**src/design/gcme_pkg.sv**
```systemverilog
package gcme_pkg;

    localparam int VALUE_W  = 16;
    localparam int COUNT_W  = 8;
    localparam int TIME_W   = 32;
    localparam int RANGE_W  = 16;
    localparam int DIVD_W   = 25;
    localparam int DIVS_W   = 10;
    localparam int CFG_IDX_W = 3;

    localparam logic [1:0] FN_MERGE = 2'd0;
    localparam logic [1:0] FN_RANGE = 2'd1;
    localparam logic [1:0] FN_READ  = 2'd2;
    localparam logic [1:0] FN_CLEAR = 2'd3;

    localparam logic [2:0] M_MIN     = 3'd0;
    localparam logic [2:0] M_MAX     = 3'd1;
    localparam logic [2:0] M_MEAN    = 3'd2;
    localparam logic [2:0] M_SUM     = 3'd3;
    localparam logic [2:0] M_LATEST  = 3'd4;
    localparam logic [2:0] M_CLOSEST = 3'd5;

    localparam logic [CFG_IDX_W-1:0] CFG_METHOD   = 3'd0;
    localparam logic [CFG_IDX_W-1:0] CFG_IN_MISS  = 3'd1;
    localparam logic [CFG_IDX_W-1:0] CFG_IN_BAD   = 3'd2;
    localparam logic [CFG_IDX_W-1:0] CFG_OUT_MISS = 3'd3;
    localparam logic [CFG_IDX_W-1:0] CFG_RNG_MISS = 3'd4;
    localparam logic [CFG_IDX_W-1:0] CFG_CLAMP_LO = 3'd5;
    localparam logic [CFG_IDX_W-1:0] CFG_CLAMP_HI = 3'd6;

    localparam logic [COUNT_W-1:0] COUNT_MAX   = 8'd255;
    localparam logic [RANGE_W-1:0] RANGE_RESET = 16'hFFFF;

    typedef struct packed {
        logic [VALUE_W-1:0] value;
        logic [COUNT_W-1:0] count;
        logic [TIME_W-1:0]  stamp;
        logic [RANGE_W-1:0] range;
        logic               flag;
    } gcme_entry_t;

    localparam int ENTRY_W = $bits(gcme_entry_t);

endpackage

```
**src/design/gcme_div.sv**
```systemverilog
module gcme_div
    import gcme_pkg::*;
(
    input  logic              clk,
    input  logic              rst_n,
    input  logic              start,
    input  logic [DIVD_W-1:0] dividend,
    input  logic [DIVS_W-1:0] divisor,
    output logic              done,
    output logic [DIVD_W-1:0] quotient
);

    localparam int CNT_W = $clog2(DIVD_W + 1);

    logic [DIVD_W-1:0] quo_reg, quo_next;
    logic [DIVS_W:0]   rem_reg, rem_next;
    logic [DIVS_W-1:0] dvs_reg;
    logic [CNT_W-1:0]  cnt_reg, cnt_next;
    logic              busy_reg, busy_next;
    logic              done_reg, done_next;
    logic [DIVS_W:0]   trial;

    // one restoring step per cycle, quotient bits shift in from the right
    always_comb
    begin
        trial     = {rem_reg[DIVS_W-1:0], quo_reg[DIVD_W-1]};
        quo_next  = quo_reg;
        rem_next  = rem_reg;
        cnt_next  = cnt_reg;
        busy_next = busy_reg;
        done_next = 1'b0;
        if (start)
        begin
            quo_next  = dividend;
            rem_next  = '0;
            cnt_next  = CNT_W'(DIVD_W);
            busy_next = 1'b1;
        end
        else if (busy_reg)
        begin
            if (trial >= {1'b0, dvs_reg})
            begin
                rem_next = trial - {1'b0, dvs_reg};
                quo_next = {quo_reg[DIVD_W-2:0], 1'b1};
            end
            else
            begin
                rem_next = trial;
                quo_next = {quo_reg[DIVD_W-2:0], 1'b0};
            end
            cnt_next = cnt_reg - CNT_W'(1);
            if (cnt_reg == CNT_W'(1))
            begin
                busy_next = 1'b0;
                done_next = 1'b1;
            end
        end
    end

    always_ff @(posedge clk or negedge rst_n)
    begin
        if (!rst_n)
        begin
            busy_reg <= 1'b0;
            done_reg <= 1'b0;
            cnt_reg  <= '0;
        end
        else
        begin
            busy_reg <= busy_next;
            done_reg <= done_next;
            cnt_reg  <= cnt_next;
        end
    end

    // hold operands
    always_ff @(posedge clk)
    begin
        quo_reg <= quo_next;
        rem_reg <= rem_next;
        if (start)
        begin
            dvs_reg <= divisor;
        end
    end

    assign done     = done_reg;
    assign quotient = quo_reg;

endmodule

```
**config.mk**
```make
export PLATFORM = sky130hd
export DESIGN_NAME = gcme_div
export DESIGN_NICKNAME = d
export VERILOG_FILES = /design/src/design/gcme_pkg.sv /design/src/design/gcme_div.sv
export SDC_FILE = /design/constraint.sdc
export NUM_CORES = 1
export LEC_CHECK = 0
export BUFFER_PORTS_ARGS = -buffer_cell sky130_fd_sc_hd__buf_2
export CORE_ASPECT_RATIO = 1.5
export CORE_MARGIN = 3
export CORE_UTILIZATION = 49
export CTS_CLUSTER_DIAMETER = 30
export CTS_CLUSTER_SIZE = 14
export DETAILED_ROUTE_END_ITERATION = 8
export PLACE_DENSITY = 0.74
export REMOVE_ABC_BUFFERS = 1
export SETUP_SLACK_MARGIN = 0.4
export SLEW_MARGIN = 10
export SYNTH_ARGS = -nofsm -noshare
export SYNTH_HDL_FRONTEND = slang
export SYNTH_SLANG_ARGS = --single-unit
```
**constraint.sdc**
```tcl
create_clock -name clk -period 2.7 [get_ports clk]
set_input_delay 0.54 -clock clk [delete_from_list [all_inputs] [get_ports clk]]
set_output_delay 0.54 -clock clk [all_outputs]
set_load 0.1 [all_outputs]
```
==> impl_metrics.sql <==
INSERT INTO impl_metrics (metric_group, metric, value, unit) VALUES
('final_layout', 'layout_commonest_cell', 'sky130_fd_sc_hd__buf_2', ''),
('worst_setup_path', 'ff2ff_path_depth', '7', ''),
('worst_setup_path', 'reg2reg_end', 'rem_reg[1]', ''),
('clocking', 'cts_buffers', '5', ''),
('timing', 'slew_headroom', '0.609', ''),
('timing', 'clock_skew', '8.19', 'ps'),
('synthesis', 'synth-seq-area-share', '0.521', ''),
('worst_setup_path', 'worstPathCellList', 'inv_1 -> ha_2 -> a21o_2 -> o41ai_4 -> o21ai_4 -> nor4bb_1 -> or3_1', ''),
('power_and_ir_drop', 'finalPower', '3.04', 'mW'),
('final_layout', 'multiInputGateArea', '1210', 'um2'),
('global_routing', 'gr-usage-met2', '0.280', ''),
('global_routing', 'via_count_of_the_first_global_routing_pass', '1962', ''),
('routing', 'dr.pass1.iters', '6', ''),
('worst_setup_path', 'critical-path-slowest-cell', 'sky130_fd_sc_hd__o41ai_4', ''),
('floorplanning', 'initial_utilization', '0.518', ''),
('worst_setup_path', 'critPathCaptureType', 'flip-flop', ''),
('routing', 'wl_per_cell', '15.1', 'um'),
('timing', 'final_setup_violation_count', '0', ''),
('outcome', 'status', 'finished clean', ''),
('global_routing', 'initial_antenna_violation_count', '0', ''),
('global_routing', 'grt_start_max_net_pins', '31', ''),
('global_routing', 'grtUsageMet1', '0.217', ''),
('worst_setup_path', 'critical-path-max-stage-delay', '390', 'ps'),
('worst_setup_path', 'class_of_the_most_critical_setup_path', 'reg -> reg', ''),
('timing', 'max_freq', '452', 'MHz'),
('floorplanning', 'count_of_boundary_i_o_pins', '64', ''),
('synthesis', 'ys.warnings.count', '0', ''),
('clocking', 'cts_buffer_depth', '2', ''),
('timing', 'finalCritPeriodShare', '0.820', ''),
('power_and_ir_drop', 'net-switching-power', '1.25', 'mW'),
('clocking', 'worst_skew_pair.late_latency', '310', 'ps'),
('placement', 'dp.cells', '335', ''),
('final_layout', 'nFillCells', '451', ''),
('clocking', 'post_cts_hold_buffer_count', '0', ''),
('final_layout', 'insertedDiodeCount', '0', ''),
('placement', 'place.detailed.hpwl', '3730', 'um'),
('global_routing', 'groute.layer.met3.usage', '0.0417', ''),
('routing', 'postRouteAntennaNets', '0', ''),
('timing', 'finalWorstPathRequiredPeriod', '2210', 'ps'),
('routing', 'initialDrtViolationCount', '74', ''),
('worst_setup_path', 'r2r_slack', '490', 'ps'),
('worst_setup_path', 'r2r_start', 'dvs_reg[6]', ''),
('synthesis', 'ys_types', '51', ''),
('power_and_ir_drop', 'clock_power_share', '0.176', ''),
('final_layout', 'flow.area_growth_from_synthesis', '18.4', '%'),
('floorplanning', 'area_of_the_die', '6540', 'um2'),
('final_layout', 'most-common-layout-cells', 'sky130_fd_sc_hd__buf_2, sky130_fd_sc_hd__edfxtp_1, sky130_fd_sc_hd__mux2_2, sky130_fd_sc_hd__inv_1, sky130_fd_sc_hd__nor2_1', ''),
('routing', 'vias_per_cell', '5.29', ''),
('power_and_ir_drop', 'internal_power', '1.79', 'mW'),
('global_routing', 'grt_most_used_layer', 'met2', ''),
('timing', 'slew_violations', '0', ''),
('placement', 'place_congestion', '0.834', ''),
('synthesis', 'synthesis.area_per_instance', '12.9', 'um2'),
('final_layout', 'final-seq-area', '1430', 'um2'),
('final_layout', 'layout-drive-gt1-share', '0.446', ''),
('global_routing', 'grtUsageTotal', '0.173', ''),
('power_and_ir_drop', 'comb_power_share', '0.467', ''),
('floorplanning', 'core-area', '5290', 'um2'),
('final_layout', 'largest_register_ff_count', '25', ''),
('clocking', 'htree_num_levels', '2', ''),
('placement', 'place.port_buffers', '63', ''),
('synthesis', 'post_synth_instance_area', '2740', 'um2'),
('power_and_ir_drop', 'part_of_the_power_in_registers', '0.357', ''),
('clocking', 'clock-sinks', '52', ''),
('worst_setup_path', 'crit_required', '2890', 'ps'),
('power_and_ir_drop', 'max-vdd-ir-drop', '0.000408', 'V'),
('flow_run', 'maxCapViolCount', '0', ''),
('final_layout', 'post_layout_nonfiller_instances', '346', ''),
('global_routing', 'grt_overflow', '0', ''),
('routing', 'routed_wl', '5210', 'um'),
('timing', 'finalHoldViolCount', '0', '');
==> cell type report <==
cell class	count	area share
clock inverters	3	0.0131
repair buffers	69	0.111
clock buffers	5	0.0212
multi-input cells	136	0.374
flip-flops and latches	52	0.439
well taps	68	0.0262
inverters	13	0.0150
==> stage by stage <==
| step | util | setup TNS [ps] | instance area [um2] | hold slack (ps) | worst slack [ps] |
|---|---|---|---|---|---|
| after floorplan | - | -180 | 2630 | 244 | -106 |
| after global placement | 0.578 | 0 | 3060 | 380 | 386 |
| after detailed placement | 0.578 | 0 | 3060 | 387 | 281 |
| after CTS | 0.606 | 0 | 3200 | 46.9 | 415 |
| after global routing | 0.614 | 0 | 3250 | 54.5 | 392 |
| final | 0.614 | 0 | 3250 | 51.0 | 486 |
==> what timing repair did <==
| action | in CTS | in global routing |
|---|---|---|
| setup endpoints to repair | 5 | 9 |
| buffers inserted | 2 | 1 |
| gates resized for setup | 2 | 6 |
| cloned | 0 | 0 |
| pin swaps | 0 | 2 |
==> layer usage <==
metal | vias up | wire length, um | part of all wire
li1 | 913 | - | -
met1 | 857 | 2260 | 0.43
met2 | 50 | 2560 | 0.49
met3 | 11 | 282 | 0.054
met4 | 0 | 119 | 0.023
met5 | - | 0 | 0
==> synth_stat cells (3+ instances only) <==
| master | instances | area share |
|---|---|---|
| sky130_fd_sc_hd__dfxtp_1 | 10 | 0.073 |
| sky130_fd_sc_hd__nand2b_1 | 8 | 0.018 |
| sky130_fd_sc_hd__nand2_1 | 5 | 0.0069 |
| sky130_fd_sc_hd__o21ai_0 | 3 | 0.0055 |
| sky130_fd_sc_hd__clkbuf_1 | 3 | 0.0041 |
| sky130_fd_sc_hd__xnor2_1 | 7 | 0.022 |
| sky130_fd_sc_hd__inv_1 | 13 | 0.018 |
| sky130_fd_sc_hd__dfrtp_1 | 7 | 0.064 |
| sky130_fd_sc_hd__mux2i_1 | 5 | 0.018 |
| sky130_fd_sc_hd__nor3b_1 | 3 | 0.0082 |
| sky130_fd_sc_hd__xor2_1 | 3 | 0.0096 |
| sky130_fd_sc_hd__ha_1 | 12 | 0.055 |
| sky130_fd_sc_hd__mux2_2 | 25 | 0.10 |
| sky130_fd_sc_hd__clkbuf_8 | 4 | 0.020 |
| sky130_fd_sc_hd__a21oi_1 | 6 | 0.011 |
| sky130_fd_sc_hd__a211oi_1 | 9 | 0.025 |
| sky130_fd_sc_hd__buf_6 | 3 | 0.012 |
| sky130_fd_sc_hd__nor2_1 | 13 | 0.018 |
| sky130_fd_sc_hd__edfxtp_1 | 35 | 0.38 |
==> critical path: cells and delay by family, from the launching register on <==
family	cells	cell delay (ps)
AO/OA/AOI/OAI	3	800
AND/OR/NAND/NOR	2	540
flip-flops	1	380
adder cells (fa/ha/maj)	1	310
buffers and inverters	1	70
==> how the worst max path moves through the flow <==
stage / start / to / slack [ps] / cells past startpoint
floorplan: quotient[24] / rem_reg[0] / -110 / 8
CTS: rem_reg[7] / rem_reg[1] / 410 / 6
finish: dvs_reg[6] / rem_reg[1] / 490 / 7
detailed placement: dvs_reg[6] / rem_reg[0] / 280 / 8
global placement: dvs_reg[6] / rem_reg[0] / 390 / 8
global route: dvs_reg[6] / rem_reg[1] / 390 / 7
==> power by group through the flow <==
stage | Clock (mW) | Combinational, mW | Sequential [mW]
after floorplan | 0 | 0.708 | 1.46
after global placement | 0 | 1.29 | 1.10
after detailed placement | 0 | 1.31 | 1.10
after CTS | 0.547 | 1.37 | 1.09
after global routing | 0.569 | 1.53 | 1.11
final | 0.536 | 1.42 | 1.09
==> kinds of logic (layout without fill, tap and decap cells) <==
logic type	after synthesis	after routing	share of synthesized area
flip-flops	52	52	0.521
AND/OR/NAND/NOR	46	46	0.0977
AO/OA/AOI/OAI	36	36	0.104
multiplexers	31	31	0.126
buffers and inverters	24	90	0.0571
adder cells (fa/ha/maj)	13	13	0.0621
XOR/XNOR	10	10	0.0320
Note: power is estimated with default switching activity, not from simulation.
