$ cat src/design/gcme_ram.sv
module gcme_ram #(
    parameter int WIDTH = 8,
    parameter int DEPTH = 16,
    parameter int AW = (DEPTH > 1) ? $clog2(DEPTH) : 1
) (
    input  logic             clk,
    input  logic             we,
    input  logic [AW-1:0]    waddr,
    input  logic [WIDTH-1:0] wdata,
    input  logic [AW-1:0]    raddr,
    output logic [WIDTH-1:0] rdata
);

    logic [WIDTH-1:0] mem [DEPTH];

    // write port and registered read port
    always_ff @(posedge clk)
    begin
        if (we)
        begin
            mem[waddr] <= wdata;
        end
        rdata <= mem[raddr];
    end

endmodule

$ cat config.mk
export PLATFORM = sky130hd
export DESIGN_NAME = gcme_ram
export DESIGN_NICKNAME = d
export VERILOG_FILES = /design/src/design/gcme_ram.sv
export SDC_FILE = /design/constraint.sdc
export NUM_CORES = 1
export LEC_CHECK = 0
export ABC_CLOCK_PERIOD_IN_PS = 2400
export BUFFER_PORTS_ARGS = -buffer_cell sky130_fd_sc_hd__buf_2
export CAP_MARGIN = 5
export CORE_ASPECT_RATIO = 2
export CORE_MARGIN = 1
export CORE_UTILIZATION = 58
export CTS_CLUSTER_SIZE = 28
export DETAILED_ROUTE_END_ITERATION = 8
export GPL_ROUTABILITY_DRIVEN = 0
export GPL_TIMING_DRIVEN = 1
export PLACE_DENSITY = 0.72
export SYNTH_ARGS = -nofsm -noshare
export SYNTH_HDL_FRONTEND = slang
export SYNTH_SLANG_ARGS = --single-unit
$ cat constraint.sdc
create_clock -name clk -period 2.4 [get_ports clk]
set_input_delay 0.24 -clock clk [delete_from_list [all_inputs] [get_ports clk]]
set_output_delay 0.24 -clock clk [all_outputs]
set_load 0.005 [all_outputs]
==> results of run 1 <==
area by class of cell:
cell class / instances / area [sq um] / share of cell area [%]
Tap cell: 100 / 125 / 2.05
Sequential cell: 136 / 4000 / 65.7
Clock inverter: 9 / 173 / 2.84
Clock buffer: 23 / 458 / 7.52
Timing Repair Buffer: 43 / 273 / 4.48
Multi-Input combinational cell: 83 / 1060 / 17.4
flip-flops by register name, indices dropped and copies added, names as in the netlist:
signal	cells
rdata	8
mem	128
logic make-up (layout without fill, tap and decap cells):
kind of cell / count (synthesis) / count (layout) / synth area share, %
muxes: 32 / 32 / 15.0
and+or+nand+nor: 35 / 35 / 3.18
AOI/OAI and AO/OA: 16 / 16 / 2.33
buffers and inverters: 10 / 75 / 1.68
DFF: 136 / 136 / 77.8
metal layers:
layer	wire length, microns	up-vias	global-route usage (%)
met5	0	-	0
met4	199	0	10.2
met3	382	14	6.57
met2	5450	56	40.5
met1	3540	1256	28.3
li1	-	1076	-
through the flow:
stage	hold WS (ns)	power, mW	instances	worst slack [ns]	area (sq um)
2_1_floorplan	0.339	2.85	229	0.667	5150
3_3_place_gp	0.617	2.95	362	0.535	5460
3_5_place_dp	0.620	2.96	362	0.530	5460
4_1_cts	0.205	5.68	394	0.891	6090
5_1_grt	0.218	5.81	394	0.827	6090
6_report	0.222	5.65	394	0.906	6090
where the power goes:
| part | switching, mW | total [mW] | internal (mW) |
|---|---|---|---|
| Combinational | 0.133 | 0.237 | 0.103 |
| Sequential | 0.0143 | 2.67 | 2.66 |
| Clock | 0.878 | 2.74 | 1.86 |
| Total | 1.03 | 5.65 | 4.63 |
worst paths after layout:
check	from	to	slack [ns]	cells after the start
setup / recovery	raddr[0]	rdata[5]	0.91	5
hold / removal	wdata[4]	mem[12][4]	0.22	1
setup reg to reg	mem[9][3]	rdata[3]	1.08	3
hold reg to reg	mem[7][2]	rdata[2]	0.67	3
cell usage in the layout (no fill, tap or decap), types with 3 or more instances in the layout:
master | netlist | layout
dfxtp_1 | 8 | 8
buf_2 | 3 | 25
clkbuf_1 | 0 | 5
nor3_1 | 4 | 4
clkinv_2 | 0 | 3
mux4_1 | 14 | 14
nand2_1 | 9 | 9
buf_4 | 1 | 17
mux4_2 | 18 | 18
nor2_1 | 13 | 13
bufinv_16 | 0 | 5
a22oi_1 | 16 | 16
edfxtp_1 | 128 | 128
clkbuf_16 | 0 | 17
==> summary.txt, run 1 <==
Synth
  – Dominant cells by area after synthesis: edfxtp_1, mux4_2, mux4_1, dfxtp_1, a22oi_1
  – Synthesis Warnings: 0
  – Synth area leader: edfxtp_1
  – EDFF count, synth: 128
  – Most used DFF post-synth: edfxtp_1
  – Ys async rst share: 0%
  – Sequential cell area fraction in the yosys report: 77.8%
  – Number of synthesized register bits: 136
  – Syn Inst Count: 229
  – Share of the synthesized area in the top cell type: roughly 75%
  – Mapped cell area: 5150 sq um
  – Most frequent cell after synthesis: edfxtp_1
  – Mapped Nets: about 250
  – Syn Area/Cell: 22.5 sq um
  – Most frequent cells after synthesis: edfxtp_1, mux4_2, a22oi_1, mux4_1, nor2_1
  – Count of cell types in the netlist: 19

CTS
  – CTS tree: built
  – Post-CTS setup buffers: 0
  – Clk_lat worst skew: 0.40 ns
  – Clk buf depth: 2
  – CTS Hold Buffers Added: 0
  – Root Buffer: clkbuf_16
  – Resized cells post-CTS: 0
  – H-tree depth: 4
  – Clk sinks: approximately 140
  – Clock buffer count from CTS: 17
  – Clock transition at path regs: 0.06 ns

Floorplanning
  – Chip height: around 140 microns
  – Starting Density: about 60%
  – Core ar.: 8590 sq um
  – Die Area: 9280 sq um
  – FP Rows: 48
  – Die width: ~69 microns
  – Top-level I/O count: 26

Layout
  – Nets: 299
  – Final core occ: 70.9%
  – # diodes: 0
  – Fillers: a little over 500
  – Layout area overhead: 18.3%
  – Share of cells above drive strength 1: 30.3%

Timing
  – Hold Vio Cnt, Final: 0
  – RSZ-0062 raised after global routing: false
  – Final Skew: 0.00518 ns
  – Slew headroom: 50.2%
  – Final Cycle Share: around 62%
  – Period minus WS final: 1.49 ns
  – Measured slew at the worst slew-check pin: 0.744 ns
  – Pins Over Slew Limit: 0
  – Final setup violation count: 0
  – Achievable Freq: 670 MHz
  – Fin Setup TNS: 0 ns

Drt
  – Total wire length: 9.57 mm
  – DRC Markers: 0
  – Total number of vias: roughly 2.4k
  – Wirelength per Cell: roughly 24 microns
  – Total iterations of the first detailed-routing run: 4
  – Post-route ant nets: 0
  – Via/cell ratio: 6.10
  – DR iter-0 viols: between 200 and 250

Place
  – PortBufs: 25
  – DP HPWL: 5.95 mm

Setup path
  – CP max stage cell: mux4_1
  – Crit path max-delay family: buffers and inverters
  – Worst EP arrival: 1.79 ns
  – Max incr delay on CP: 0.59 ns
  – CP endpoint kind: register
  – Buffers & Inverters on Critical Path: 2
  – Crit path kind: input pin to register
  – Startpoint Class: input pin
  – Crit-path cells: buf_2 > buf_12 > mux4_1 > a22oi_1 > nand2_1
  – CP required: between 2 and 3 ns
  – CP max FO: 22

Flow run
  – Max cap viols: 0

Worst hold path
  – Worst min path class: input pin to register

Global route
  – Vias in the first global route: around 2.6k
  – Largest net degree at the start of global routing: 33
  – Global Route Usage Sum: approximately 24%
  – GRT Residual Overflow: 0
  – First-pass GRT wire length: 14.5 mm
  – Initial antenna violation count: 0

Power
  – Power per Cell Area: approximately 930 nW/um^2
  – Peak VDD IR: 0.977 mV
  – Static Leak: approximately 2.1 nW

Run status
  – Outcome: completed
Power figures use the tool's default switching activity.
==> run 2, diff against run 1 <==
==> config.mk (replaced) <==
export PLATFORM = sky130hd
export DESIGN_NAME = gcme_ram
export DESIGN_NICKNAME = d
export VERILOG_FILES = /design/src/design/gcme_ram.sv
export SDC_FILE = /design/constraint.sdc
export NUM_CORES = 1
export LEC_CHECK = 0
export ABC_CLOCK_PERIOD_IN_PS = 1300
export BUFFER_PORTS_ARGS = -buffer_cell sky130_fd_sc_hd__buf_2
export CAP_MARGIN = 5
export CORE_ASPECT_RATIO = 2
export CORE_MARGIN = 1
export CORE_UTILIZATION = 54
export CTS_CLUSTER_SIZE = 28
export DETAILED_ROUTE_END_ITERATION = 8
export GPL_ROUTABILITY_DRIVEN = 0
export GPL_TIMING_DRIVEN = 1
export PLACE_DENSITY = 0.7
export SYNTH_ARGS = -nofsm -noshare
export SYNTH_HDL_FRONTEND = slang
export SYNTH_SLANG_ARGS = --single-unit
==> constraint.sdc (replaced) <==
create_clock -name clk -period 1.3 [get_ports clk]
set_input_delay 0.13 -clock clk [delete_from_list [all_inputs] [get_ports clk]]
set_output_delay 0.13 -clock clk [all_outputs]
set_load 0.005 [all_outputs]
==> run 2 against run 1 <==
Effect of this change:
- final cell count grew 4.8%
- total power grew 82%
- die area grew 7.2%
- the run now ends with design-rule violations left
- combinational power grew 110%
==> summary.txt, run 2 (same netlist as run 1, synthesis figures left out) <==
Floorplanning
  – Die Area: 9950 sq um (+7.2%)
  – Chip height: 140 microns (+3.6%)
  – Top-level I/O count: 26 (unchanged)
  – Starting Density: 55.2% (-4.7 points)
  – FP Rows: 50 (+4.2%)
  – Die width: 71.0 microns (+3.5%)
  – Core ar.: 9320 sq um (+8.5%)

Timing
  – Slew headroom: 38.7% (-11 points)
  – Fin worst setup slack: 0.0193 ns (-0.887 ns)
  – Pins Over Slew Limit: 0 (unchanged)
  – Final Cycle Share: 98.5%
  – Final setup violation count: 0 (unchanged)
  – Measured slew at the worst slew-check pin: 0.915 ns (+0.172 ns)
  – Achievable Freq: 781 MHz
  – Final Skew: 0.00655 ns (+0.00137 ns)
  – Hold Vio Cnt, Final: 0 (unchanged)
  – Period minus WS final: 1.28 ns
  – RSZ-0062 raised after global routing: true

Place
  – Setup WS pre-CTS: -0.238 ns (-0.768 ns)
  – Cell count after placement: 381 (+5.2%)
  – PortBufs: 25 (unchanged)
  – DP HPWL: 6.58 mm (+10%)

Worst hold path
  – Hold_sp: wdata[5]
  – Hold path endpoint: mem[8][5]
  – Worst min path class: input pin to register
  – Worst hold stages: 1 (unchanged)

Layout
  – Largest registers: mem (128), rdata (8)
  – Most common cell after layout, fill and taps aside: edfxtp_1
  – Fillers: 605 (+20%)
  – Layout area overhead: 21.7%
  – Nets: 314 (+5.0%)
  – Finished Layout Cells: 413 (+4.8%)
  – Commonest cells after routing, fill and taps aside: edfxtp_1, buf_4, mux4_2
  – Final core occ: 67.2% (-3.7 points)
  – # diodes: 0 (unchanged)
  – Share of cells above drive strength 1: 42.4% (+12 points)
  – Max reg flops: 128 (unchanged)
  – Largest Register: mem

Drt
  – Total wire length: 9.76 mm (+2.0%)
  – Wirelength per Cell: 23.6 microns (-2.7%)
  – Total number of vias: 2474 (+3.0%)
  – DRC Markers: 2 (+2)
  – Via/cell ratio: 5.99 (-1.7%)
  – Post-route ant nets: 0 (unchanged)
  – DR iter-0 viols: 175 (-24%)
  – Total iterations of the first detailed-routing run: 6 (+2)

CTS
  – H-tree depth: 4 (unchanged)
  – Clock buffer count from CTS: 17 (unchanged)
  – Clk_lat worst skew: 0.41 ns (about the same)
  – Clk buf depth: 2 (unchanged)
  – Clock transition at path regs: 0.06 ns (about the same)
  – Root Buffer: clkbuf_16
  – CTS tree: built
  – Clk sinks: 136 (unchanged)

Setup path
  – CP max FO: 1 (-95%)
  – Crit path kind: register to register
  – CP endpoint kind: register
  – CP required: 1.60 ns (-1.09 ns)
  – Crit-path cells: mux4_2 > a22oi_2 > nand2_1
  – Worst EP arrival: 1.58 ns (-0.21 ns)
  – R2R cell count: 3 (unchanged)
  – Startpoint Class: register
  – R2R Setup Slk: 0.02 ns (-1.06 ns)
  – Buffers & Inverters on Critical Path: 0 (-2)
  – Worst R2R End: rdata[5]
  – Crit path max-delay family: multiplexers
  – R2r startpoint: mem[0][5]
  – CP max stage cell: mux4_2
  – Max incr delay on CP: 0.49 ns (-0.10 ns)

Power
  – Power per Cell Area: 1650 nW/um^2 (+77%)
  – Static Leak: 2.15 nW (+2.6%)
  – Peak VDD IR: 1.56 mV (+60%)
  – Total power: 10.3 mW (+82%)

Global route
  – Vias in the first global route: 2725 (+5.9%)
  – First-pass GRT wire length: 15.3 mm (+5.8%)
  – Largest net degree at the start of global routing: 24 (-27%)
  – Initial antenna violation count: 0 (unchanged)
  – GRT Residual Overflow: 0 (unchanged)
  – Global Route Usage Sum: 22.3% (-1.8 points)

Run status
  – Failing checks: design-rule violations
  – Outcome: finished, violations left

Flow run
  – Max cap viols: 0 (unchanged)
run 2: final cells by class:
cell class / instances / area [sq um] / area share, %
clock buffer: 21 / 470 / 7.51
clock inverter: 11 / 146 / 2.34
multi-input combinational: 83 / 1100 / 17.6
sequential: 136 / 4000 / 63.9
tap: 104 / 130 / 2.08
timing repair buffer: 58 / 410 / 6.55
run 2: repair_timing:
| action | 4_1_cts | 5_1_grt |
|---|---|---|
| hold buffers | 0 | 0 |
| hold endpoints to repair | 0 | 0 |
| setup endpoints to repair | 4 | 6 |
| buffers inserted | 0 | 0 |
| pin swaps | 0 | 7 |
| gates cloned | 0 | 0 |
| gates resized for setup | 5 | 15 |
run 2: worst max path at each step:
stage	startpoint	to	slack [ns]	cells after the start
global route	mem[3][3]	rdata[3]	-0.02	3
detailed placement	raddr[0]	rdata[3]	-0.24	5
global placement	raddr[0]	rdata[3]	-0.23	5
floorplan	waddr[2]	mem[3][0]	-0.1	2
CTS	mem[0][3]	rdata[3]	-0.02	3
finish	mem[0][5]	rdata[5]	0.02	3
run 2: per-layer routing:
layer | vias up | GRT usage, % | wire length [microns]
met1 | 1295 | 26.3 | 3700
li1 | 1098 | - | -
met5 | - | 0 | 0
met2 | 66 | 38.6 | 5560
met3 | 15 | 6.12 | 334
met4 | 0 | 8.42 | 165
run 2: per-stage QoR:
step | TNS (ns) | instance area (sq um) | hold slack, ns
6_report | 0 | 6260 | 0.109
4_1_cts | -0.0190 | 6230 | 0.0970
3_3_place_gp | -3.47 | 5620 | 0.509
3_5_place_dp | -4.24 | 5620 | 0.509
2_1_floorplan | -2.94 | 5160 | 0.229
5_1_grt | -0.0219 | 6260 | 0.103
run 2: report_power, final:
group / leakage, nW / internal, mW / switching [mW]
combinational: 0.632 / 0.231 / 0.270
clock: 0.299 / 3.17 / 1.71
sequential: 1.22 / 4.90 / 0.0278
